===== config.mk =====
export PLATFORM = sky130hd
export DESIGN_NAME = polynomial_horner_evaluator_unit_flat
export DESIGN_NICKNAME = d
export VERILOG_FILES = /design/src/hw/rtl/phe_pkg.sv /design/src/hw/rtl/phe_in_if.sv /design/src/hw/rtl/phe_out_if.sv /design/src/hw/rtl/phe_coeff_ram.sv /design/src/hw/rtl/phe_mac.sv /design/src/hw/rtl/polynomial_horner_evaluator_unit.sv /design/src/flat_wrapper.sv
export SDC_FILE = /design/constraint.sdc
export NUM_CORES = 2
export LEC_CHECK = 0
export ABC_AREA = 1
export BUFFER_PORTS_ARGS = -buffer_cell sky130_fd_sc_hd__buf_2
export CAP_MARGIN = 40
export CORE_UTILIZATION = 50
export DETAILED_ROUTE_END_ITERATION = 8
export PLACE_DENSITY = 0.75
export SYNTH_ARGS = -nofsm -noshare
export SYNTH_HDL_FRONTEND = slang
export SYNTH_HIERARCHICAL = 1
export SYNTH_SLANG_ARGS = --single-unit
export TNS_END_PERCENT = 1

===== constraint.sdc =====
create_clock -name clk -period 11.9 [get_ports clk]
set_input_delay 0.595 -clock clk [delete_from_list [all_inputs] [get_ports clk]]
set_output_delay 0.595 -clock clk [all_outputs]
set_load 0.03 [all_outputs]

===== src/hw/rtl/phe_pkg.sv =====
// types and constants of the horner evaluator
// no dependencies
package phe_pkg;

    localparam int DATA_W = 32;
    localparam int FRAC_W = 16;
    localparam int OPC_W  = 2;
    localparam int IDX_W  = 4;
    localparam int DEG_W  = 4;
    localparam int CNT_W  = DEG_W + 1;

    typedef enum logic [OPC_W-1:0] {
        OP_LOAD  = 2'd0,
        OP_EVAL  = 2'd1,
        OP_DERIV = 2'd2
    } opcode_t;

    typedef enum logic [1:0] {
        ST_IDLE,
        ST_RUN,
        ST_HOLD
    } state_t;

    // one coefficient read travelling down the datapath
    typedef struct packed {
        logic             valid;
        logic             first;
        logic             last;
        logic [DEG_W-1:0] scale;
    } term_ctl_t;

    typedef struct packed {
        logic done;
        logic overflow;
    } acc_stat_t;

endpackage


===== src/hw/rtl/phe_in_if.sv =====
// request channel of the horner evaluator
// depends on phe_pkg
interface phe_in_if;
    import phe_pkg::*;

    logic                     valid;
    logic                     ready;
    logic [OPC_W-1:0]         opcode;
    logic [IDX_W-1:0]         coeff_index;
    logic signed [DATA_W-1:0] coeff_value;
    logic signed [DATA_W-1:0] point;

    modport source (output valid, opcode, coeff_index, coeff_value, point, input ready);
    modport sink (input valid, opcode, coeff_index, coeff_value, point, output ready);
endinterface


===== src/hw/rtl/phe_out_if.sv =====
// result channel of the horner evaluator
// depends on phe_pkg
interface phe_out_if;
    import phe_pkg::*;

    logic                     valid;
    logic                     ready;
    logic signed [DATA_W-1:0] value;
    logic                     overflow;

    modport source (output valid, value, overflow, input ready);
    modport sink (input valid, value, overflow, output ready);
endinterface


===== src/hw/rtl/phe_coeff_ram.sv =====
// coefficient store: one write port, one registered read port
// depends on phe_pkg
module phe_coeff_ram #(
    parameter int DEPTH = 16,
    parameter int AW    = $clog2(DEPTH)
) (
    input  logic                      clk,
    input  logic                      wr_en,
    input  logic [AW-1:0]             wr_addr,
    input  logic [phe_pkg::DATA_W-1:0] wr_data,
    input  logic                      rd_en,
    input  logic [AW-1:0]             rd_addr,
    output logic [phe_pkg::DATA_W-1:0] rd_data
);
    import phe_pkg::*;

    logic [DATA_W-1:0] mem [DEPTH];
    logic [DATA_W-1:0] rd_data_reg;

    always_ff @(posedge clk)
    begin
        if (wr_en)
        begin
            mem[wr_addr] <= wr_data;
        end
    end

    always_ff @(posedge clk)
    begin
        if (rd_en)
        begin
            rd_data_reg <= mem[rd_addr];
        end
    end

    assign rd_data = rd_data_reg;

endmodule


===== src/hw/rtl/phe_mac.sv =====
// scale stage and horner multiply-add stage with saturation
// depends on phe_pkg
module phe_mac (
    input  logic                             clk,
    input  logic                             rst_n,
    input  logic                             start,
    input  phe_pkg::term_ctl_t               term,
    input  logic signed [phe_pkg::DATA_W-1:0] coeff,
    input  logic signed [phe_pkg::DATA_W-1:0] x,
    output logic signed [phe_pkg::DATA_W-1:0] result,
    output phe_pkg::acc_stat_t               stat
);
    import phe_pkg::*;

    localparam int SCL_W  = DATA_W + DEG_W + 1;
    localparam int PROD_W = 2 * DATA_W;
    localparam int Q_W    = PROD_W - FRAC_W;
    localparam logic [DATA_W-1:0] SAT_MAX = {1'b0, {(DATA_W-1){1'b1}}};
    localparam logic [DATA_W-1:0] SAT_MIN = {1'b1, {(DATA_W-1){1'b0}}};

    logic signed [SCL_W-1:0]  scaled;
    logic                     scale_ovf;
    logic [DATA_W-1:0]        scale_sat;
    logic signed [PROD_W-1:0] prod;
    logic [Q_W-1:0]           prod_q;
    logic                     mul_ovf;
    logic [DATA_W-1:0]        mul_sat;
    logic [DATA_W:0]          sum;
    logic                     add_ovf;
    logic [DATA_W-1:0]        sum_sat;
    logic                     step_ovf;

    term_ctl_t                t_ctl_reg;
    logic [DATA_W-1:0]        t_reg;
    logic signed [DATA_W-1:0] b_reg;
    logic                     done_reg;
    logic                     ovf_reg;

    // derivative weight (degree - i), one for a plain evaluation
    assign scaled    = SCL_W'(coeff) * SCL_W'($signed({1'b0, term.scale}));
    assign scale_ovf = scaled[SCL_W-1:DATA_W-1] != {(SCL_W-DATA_W+1){scaled[SCL_W-1]}};
    assign scale_sat = scale_ovf ? (scaled[SCL_W-1] ? SAT_MIN : SAT_MAX) : scaled[DATA_W-1:0];

    // floor shift of the product is just dropping the low fraction bits
    assign prod    = PROD_W'(b_reg) * PROD_W'(x);
    assign prod_q  = prod[PROD_W-1:FRAC_W];
    assign mul_ovf = prod_q[Q_W-1:DATA_W-1] != {(Q_W-DATA_W+1){prod_q[Q_W-1]}};
    assign mul_sat = mul_ovf ? (prod_q[Q_W-1] ? SAT_MIN : SAT_MAX) : prod_q[DATA_W-1:0];

    assign sum      = {mul_sat[DATA_W-1], mul_sat} + {t_reg[DATA_W-1], t_reg};
    assign add_ovf  = sum[DATA_W] != sum[DATA_W-1];
    assign sum_sat  = add_ovf ? (sum[DATA_W] ? SAT_MIN : SAT_MAX) : sum[DATA_W-1:0];
    assign step_ovf = t_ctl_reg.valid && !t_ctl_reg.first && (mul_ovf || add_ovf);

    always_ff @(posedge clk or negedge rst_n)
    begin
        if (!rst_n)
        begin
            t_ctl_reg <= '0;
            done_reg  <= 1'b0;
            ovf_reg   <= 1'b0;
        end
        else
        begin
            t_ctl_reg <= term;
            done_reg  <= t_ctl_reg.valid && t_ctl_reg.last;
            if (start)
            begin
                ovf_reg <= 1'b0;
            end
            else
            begin
                ovf_reg <= ovf_reg || (term.valid && scale_ovf) || step_ovf;
            end
        end
    end

    always_ff @(posedge clk)
    begin
        if (term.valid)
        begin
            t_reg <= scale_sat;
        end
        if (t_ctl_reg.valid)
        begin
            b_reg <= t_ctl_reg.first ? $signed(t_reg) : $signed(sum_sat);
        end
    end

    assign result        = b_reg;
    assign stat.done     = done_reg;
    assign stat.overflow = ovf_reg;

endmodule


===== src/hw/rtl/polynomial_horner_evaluator_unit.sv =====
// top level of the horner polynomial evaluator, signed Q16.16
// depends on phe_pkg, phe_in_if, phe_out_if, phe_coeff_ram, phe_mac
//
// req carries one item per beat: a load (opcode 0) writes coeff_value into slot
// coeff_index and gives no result; evaluate (1) and derivative (2) give one rsp
// beat with the value at point and an overflow flag. opcode 3 is dropped.
// cfg_wr_en/cfg_wr_data set the degree D; write it only while the block is idle.
// a load is written at its accept and leaves req.ready high. an evaluation
// reads n coefficients from the store, one per cycle (n = D+1, or D for a
// derivative), through a scale stage and one multiply-add stage; at the end
// the result enters the rsp register and req.ready returns in the same cycle,
// so no new item is taken before. a derivative of a constant answers 0 without
// reading the store. the store has a single coefficient read port.
// reset clears the control and sets D to 0; coefficients are undefined until
// loaded. a stalled rsp beat holds in the output register while the next item
// is accepted and computed; its result then waits until rsp is taken.
module polynomial_horner_evaluator_unit #(
    parameter int MAX_DEGREE = 15
) (
    input  logic                      clk,
    input  logic                      rst_n,
    input  logic                      cfg_wr_en,
    input  logic [phe_pkg::DEG_W-1:0] cfg_wr_data,
    phe_in_if.sink                    req,
    phe_out_if.source                 rsp
);
    import phe_pkg::*;

    localparam int DEPTH = MAX_DEGREE + 1;
    localparam int AW    = $clog2(DEPTH);
    localparam int PAD_W = (AW > CNT_W) ? AW : CNT_W;

    state_t                   state_reg, state_next;
    logic [DEG_W-1:0]         deg_cfg_reg;
    logic [DEG_W-1:0]         deg_eff;
    logic [DEG_W-1:0]         deg_reg;
    logic                     deriv_reg;
    logic [CNT_W-1:0]         n_reg;
    logic [CNT_W-1:0]         iss_cnt_reg;
    logic signed [DATA_W-1:0] x_reg;
    term_ctl_t                rd_ctl_reg;
    term_ctl_t                rd_ctl_next;
    logic [DATA_W-1:0]        res_value_reg;
    logic                     res_ovf_reg;
    logic                     out_valid_reg;
    logic [DATA_W-1:0]        out_value_reg;
    logic                     out_ovf_reg;

    logic                     req_fire;
    logic                     is_eval;
    logic                     zero_deriv;
    logic                     start;
    logic                     issue;
    logic                     out_free;
    logic                     out_load;
    logic                     wr_en;
    logic [PAD_W-1:0]         wr_addr_wide;
    logic [PAD_W-1:0]         rd_addr_wide;
    logic [DATA_W-1:0]        rd_data;
    logic signed [DATA_W-1:0] mac_result;
    acc_stat_t                mac_stat;

    assign deg_eff = (PAD_W'(deg_cfg_reg) > PAD_W'(MAX_DEGREE)) ? DEG_W'(MAX_DEGREE)
                                                                 : deg_cfg_reg;

    assign req_fire     = req.valid && req.ready;
    assign is_eval      = (req.opcode == OP_EVAL) || (req.opcode == OP_DERIV);
    assign zero_deriv   = (req.opcode == OP_DERIV) && (deg_eff == '0);
    assign start        = req_fire && is_eval;
    assign wr_addr_wide = PAD_W'(req.coeff_index);
    assign wr_en        = req_fire && (req.opcode == OP_LOAD)
                          && (wr_addr_wide <= PAD_W'(MAX_DEGREE));
    assign rd_addr_wide = PAD_W'(iss_cnt_reg);
    assign out_free     = !out_valid_reg || rsp.ready;

    always_comb
    begin
        state_next  = state_reg;
        req.ready   = 1'b0;
        issue       = 1'b0;
        out_load    = 1'b0;
        case (state_reg)
            ST_IDLE:
            begin
                req.ready = 1'b1;
                if (req.valid && is_eval)
                begin
                    state_next = zero_deriv ? ST_HOLD : ST_RUN;
                end
            end
            ST_RUN:
            begin
                issue = iss_cnt_reg < n_reg;
                if (mac_stat.done)
                begin
                    state_next = ST_HOLD;
                end
            end
            ST_HOLD:
            begin
                if (out_free)
                begin
                    out_load   = 1'b1;
                    state_next = ST_IDLE;
                end
            end
            default:
            begin
                state_next = ST_IDLE;
            end
        endcase
    end

    always_comb
    begin
        rd_ctl_next.valid = issue;
        rd_ctl_next.first = iss_cnt_reg == '0;
        rd_ctl_next.last  = iss_cnt_reg == (n_reg - CNT_W'(1));
        rd_ctl_next.scale = deriv_reg ? (deg_reg - iss_cnt_reg[DEG_W-1:0]) : DEG_W'(1);
    end

    always_ff @(posedge clk or negedge rst_n)
    begin
        if (!rst_n)
        begin
            state_reg     <= ST_IDLE;
            deg_cfg_reg   <= '0;
            iss_cnt_reg   <= '0;
            rd_ctl_reg    <= '0;
            out_valid_reg <= 1'b0;
        end
        else
        begin
            state_reg  <= state_next;
            rd_ctl_reg <= rd_ctl_next;
            if (cfg_wr_en)
            begin
                deg_cfg_reg <= cfg_wr_data;
            end
            if (start)
            begin
                iss_cnt_reg <= '0;
            end
            else if (issue)
            begin
                iss_cnt_reg <= iss_cnt_reg + CNT_W'(1);
            end
            if (out_load)
            begin
                out_valid_reg <= 1'b1;
            end
            else if (rsp.ready)
            begin
                out_valid_reg <= 1'b0;
            end
        end
    end

    // payload registers
    always_ff @(posedge clk)
    begin
        if (start)
        begin
            x_reg     <= req.point;
            deriv_reg <= req.opcode == OP_DERIV;
            deg_reg   <= deg_eff;
            n_reg     <= (req.opcode == OP_DERIV) ? CNT_W'(deg_eff)
                                                  : CNT_W'(deg_eff) + CNT_W'(1);
        end
        if (start && zero_deriv)
        begin
            res_value_reg <= '0;
            res_ovf_reg   <= 1'b0;
        end
        else if (state_reg == ST_RUN && mac_stat.done)
        begin
            res_value_reg <= mac_result;
            res_ovf_reg   <= mac_stat.overflow;
        end
        if (out_load)
        begin
            out_value_reg <= res_value_reg;
            out_ovf_reg   <= res_ovf_reg;
        end
    end

    phe_coeff_ram #(
        .DEPTH (DEPTH),
        .AW    (AW)
    ) u_coeff_ram (
        .clk     (clk),
        .wr_en   (wr_en),
        .wr_addr (wr_addr_wide[AW-1:0]),
        .wr_data (req.coeff_value),
        .rd_en   (issue),
        .rd_addr (rd_addr_wide[AW-1:0]),
        .rd_data (rd_data)
    );

    phe_mac u_mac (
        .clk    (clk),
        .rst_n  (rst_n),
        .start  (start),
        .term   (rd_ctl_reg),
        .coeff  ($signed(rd_data)),
        .x      (x_reg),
        .result (mac_result),
        .stat   (mac_stat)
    );

    assign rsp.valid    = out_valid_reg;
    assign rsp.value    = out_value_reg;
    assign rsp.overflow = out_ovf_reg;

endmodule


===== src/flat_wrapper.sv =====
// flat-port wrapper written by rule: the top's interface ports become plain ports
module polynomial_horner_evaluator_unit_flat import phe_pkg::*;
#(
    parameter int MAX_DEGREE = 15
)
  (clk, rst_n, cfg_wr_en, cfg_wr_data, req_valid, req_opcode, req_coeff_index, req_coeff_value, req_point, req_ready, rsp_valid, rsp_value, rsp_overflow, rsp_ready);
  phe_in_if req_i ();
  phe_out_if rsp_i ();
  input  logic clk;
  input  logic rst_n;
  input  logic cfg_wr_en;
  input  logic [phe_pkg::DEG_W-1:0] cfg_wr_data;
  input wire logic [$bits(req_i.valid)-1:0] req_valid;
  input wire logic [$bits(req_i.opcode)-1:0] req_opcode;
  input wire logic [$bits(req_i.coeff_index)-1:0] req_coeff_index;
  input wire logic [$bits(req_i.coeff_value)-1:0] req_coeff_value;
  input wire logic [$bits(req_i.point)-1:0] req_point;
  output wire logic [$bits(req_i.ready)-1:0] req_ready;
  output wire logic [$bits(rsp_i.valid)-1:0] rsp_valid;
  output wire logic [$bits(rsp_i.value)-1:0] rsp_value;
  output wire logic [$bits(rsp_i.overflow)-1:0] rsp_overflow;
  input wire logic [$bits(rsp_i.ready)-1:0] rsp_ready;
  assign req_i.valid = req_valid;
  assign req_i.opcode = req_opcode;
  assign req_i.coeff_index = req_coeff_index;
  assign req_i.coeff_value = req_coeff_value;
  assign req_i.point = req_point;
  assign req_ready = req_i.ready;
  assign rsp_valid = rsp_i.valid;
  assign rsp_value = rsp_i.value;
  assign rsp_overflow = rsp_i.overflow;
  assign rsp_i.ready = rsp_ready;
  polynomial_horner_evaluator_unit #(.MAX_DEGREE(MAX_DEGREE)) u_core (.clk(clk), .rst_n(rst_n), .cfg_wr_en(cfg_wr_en), .cfg_wr_data(cfg_wr_data), .req(req_i), .rsp(rsp_i));
endmodule

==> flow_metrics.tcl <==
set metrics [dict create \
    status "finished clean" \
    die-width_um 393 \
    vias_in_the_first_global_route 59400 \
    timing.final.setup_violations 0 \
    wire_length_of_the_first_global_routing_pass_um 322000 \
    critical_path_arrival_ps 11640 \
    ys_types 57 \
    sequential_fraction_of_the_synthesis_area_pct 28.5 \
    crit_required_ps 12330 \
    largest_register_ffs 512 \
    timing.critical_path.mode_cell "sky130_fd_sc_hd__nand2_1" \
    cts_inserted_buffers 81 \
    finalHoldViolations 0 \
    layout_common_cells "sky130_fd_sc_hd__nand2_1 (2635), sky130_fd_sc_hd__inv_1 (2451), sky130_fd_sc_hd__fa_1 (1147), sky130_fd_sc_hd__edfxtp_1 (683), sky130_fd_sc_hd__nand3_1 (483)" \
    die_y_um 393 \
    critical_path_peak_fanout 15 \
    die-area_um2 154000 \
    htreeDepth 3 \
    drt-wirelength-per-cell_um 18.3 \
    clock-root-buffer "sky130_fd_sc_hd__clkbuf_16" \
    ys_seq_elements 740 \
    core_um2 152000 \
    detail_route.first_pass.iterations 8 \
    routabilityCongestion 1.00 \
    final-instance-count-excl-fill 11000 \
    critical_path.n_buffers_inverters 8 \
    cts.sink_count 740 \
    design.portCount 114 \
    largest_register "u_core/u_coeff_ram/mem" \
    grt_start_max_net_pins 95 \
    final_common_cell "sky130_fd_sc_hd__nand2_1" \
    holdPathStages 1 \
    timing.setup.tns_ps 0 \
    synthesis.area_um2 76400 \
    io_buffer_count 113 \
    synth_edf_count 683 \
    final.fill_count 13400 \
    slew-limit-headroom_pct 35.2 \
    fp-row-count 143 \
    ctsLongestPathBuffers 3 \
    postSynth.asyncResetShare_pct 3.24 \
    tritoncts "yes" \
    whs_endpoint "u_core/x_reg[16]" \
    fmax_mhz 89.2 \
    global_route.overflow_total 0 \
    net_count_of_the_mapped_netlist 10400 \
    cpPeakStageDelay_ps 850 \
    grt_setup_unrepaired "no" \
    drc_errors 0 \
    final.min_clock_period_ps 11210 \
    maxSlewViolCount 0 \
    hold_slack_ps 43.4 \
    insertion_delay_ps 740 \
    layout_worst_path_cycle_share_pct 94.2 \
    hold_start "req_point[16]" \
    worstRegToRegCells 46 \
    clk_pin_slew_worst_paths_ps 80 \
    final_antenna_net_count 0 \
    timing.setup.critical_path_class "reg2reg" \
    critical_path.endpoint_type "register" \
    crit-reg2reg-launch "u_core/u_mac/result[31]" \
    critical-path-top-delay-family "adder cells" \
    syn_inst 8910 \
    grt_antenna_before_repair 8 \
    initial_core_utilization_pct 50.3 \
    insertedDiodeCount 0 \
    finish.net_count 10500 \
    via_count 57100 \
    groute.usage.overall_pct 26.9 \
    clock_skews_ps 61.4 \
    worst_hold_path_type "in2reg" \
    final_layout_size_suffix_gt1_share_pct 6.03 \
    critical_path.reg2reg.endpoint "u_core/u_mac/result[27]" \
    detailed_placer_s_ending_hpwl_um 152000 \
    routed_via_density 5.17 \
    syn_area_per_cell_um2 8.57 \
    regToRegSetupSlack_ps 690 \
    drt_iter0_drc 4548 \
    total_wire_length_um 202000 \
    ys.flop_type "sky130_fd_sc_hd__edfxtp_1" \
    number_of_placed_cells_counting_well_taps 10900 \
    synth_warnings 6 \
    cp-start-kind "register" \
    timing.critical_path.slowest_stage_cell "sky130_fd_sc_hd__fa_1" \
    max_cap_viol_count 0 \
    tightest_slew_ps 971 \
    areaGrowthSynthToFinish_pct 8.14 \
]
-- per-layer routing --
layer	part of all wire (%)	routed length (um)	track usage, %
met1	38	77900	33.6
met2	49	98900	45.6
met3	8.0	16100	4.61
met4	4.6	9350	11.9
met5	0.045	92	0
-- worst max path at each step --
stage	to	startpoint	slack, ps	depth (start not counted)
floorplan	u_core/u_mac/result[30]	u_core/u_mac/result[31]	1790	50
global placement	u_core/u_mac/result[30]	u_core/x_reg[5]	510	49
detailed placement	u_core/u_mac/result[27]	u_core/x_reg[5]	380	46
finish	u_core/u_mac/result[27]	u_core/u_mac/result[31]	690	46
global route	u_core/u_mac/result[29]	u_core/x_reg[5]	30	50
CTS	u_core/u_mac/result[27]	u_core/x_reg[5]	290	48
-- cell type report --
type	count	area, um^2	share of cell area (%)
repair buffers	302	2520	3.05
well taps	2030	2540	3.08
flip-flops and latches	740	21800	26.4
multi-input cells	5346	43700	52.9
inverters	2480	9320	11.3
clock buffers	103	2150	2.60
clock inverters	44	576	0.697
-- worst reg2reg max path: cells and delay by family (launching register included) --
family | cells | cell delay [ps]
xor gates and xnor gates | 1 | 160
adders and majority gates | 10 | 5100
DFF | 1 | 420
and+or+nand+nor | 18 | 2320
buffers and inverters | 8 | 1270
AOI/OAI and AO/OA | 9 | 1650
-- through the flow --
step | worst slack [ps] | utilization, % | instance area (um^2)
2_1_floorplan | 1790 | - | 76400
3_3_place_gp | 511 | 52.1 | 79100
3_5_place_dp | 376 | 52.5 | 79700
4_1_cts | 295 | 54.3 | 82400
5_1_grt | 34.0 | 54.4 | 82600
6_report | 690 | 54.4 | 82600
-- cell families after synthesis --
| family | count (synthesis) | synth area share, % |
|---|---|---|
| and+or+nand+nor | 3444 | 18.2 |
| DFF | 740 | 28.5 |
| buffers and inverters | 2824 | 14.4 |
| AOI/OAI and AO/OA | 342 | 2.57 |
| adders and majority gates | 1447 | 35.0 |
| xor gates and xnor gates | 113 | 1.30 |
-- what timing repair did --
action / CTS / global route
setup buffers: 0 / 12
hold endpoints to repair: 24 / 0
hold buffers: 1 / 0
endpoints found under the setup margin: 0 / 33
gates resized for setup: 0 / 1
-- synthesized netlist by cell type (3+ instances only) --
master	instances	area [um^2]
sky130_fd_sc_hd__a21boi_0	6	45.0
sky130_fd_sc_hd__a21o_1	11	82.6
sky130_fd_sc_hd__a21oi_1	161	806
sky130_fd_sc_hd__a221oi_1	3	26.3
sky130_fd_sc_hd__a31oi_1	12	75.1
sky130_fd_sc_hd__and2_1	4	25.0
sky130_fd_sc_hd__and3_1	5	31.3
sky130_fd_sc_hd__buf_1	17	63.8
sky130_fd_sc_hd__buf_12	4	80.1
sky130_fd_sc_hd__buf_2	48	240
sky130_fd_sc_hd__buf_4	8	60.1
sky130_fd_sc_hd__buf_6	36	405
sky130_fd_sc_hd__clkbuf_1	230	863
sky130_fd_sc_hd__dfrtp_1	24	601
sky130_fd_sc_hd__dfxtp_1	33	661
sky130_fd_sc_hd__edfxtp_1	683	20500
sky130_fd_sc_hd__fa_1	1148	23000
sky130_fd_sc_hd__ha_1	299	3740
sky130_fd_sc_hd__inv_1	2453	9210
sky130_fd_sc_hd__inv_2	24	90.1
sky130_fd_sc_hd__nand2_1	2635	9890
sky130_fd_sc_hd__nand2_2	9	56.3
sky130_fd_sc_hd__nand3_1	483	2420
sky130_fd_sc_hd__nand3b_1	9	67.6
sky130_fd_sc_hd__nand4_1	16	100
sky130_fd_sc_hd__nor2_1	223	837
sky130_fd_sc_hd__nor2_2	13	81.3
sky130_fd_sc_hd__nor2_4	3	33.8
sky130_fd_sc_hd__nor3_1	15	75.1
sky130_fd_sc_hd__nor3_2	4	40.0
sky130_fd_sc_hd__nor4_1	4	25.0
sky130_fd_sc_hd__o21ai_0	78	390
sky130_fd_sc_hd__o21ai_1	17	85.1
sky130_fd_sc_hd__o21ai_2	30	263
sky130_fd_sc_hd__o21bai_1	14	105
sky130_fd_sc_hd__o31ai_1	3	22.5
sky130_fd_sc_hd__or2_2	9	56.3
sky130_fd_sc_hd__xnor2_1	47	412
sky130_fd_sc_hd__xor2_1	66	578
Power is left out: the tool's default activity adds up to more than one toggle a clock period on the data nets, which glitch-free logic cannot reach.
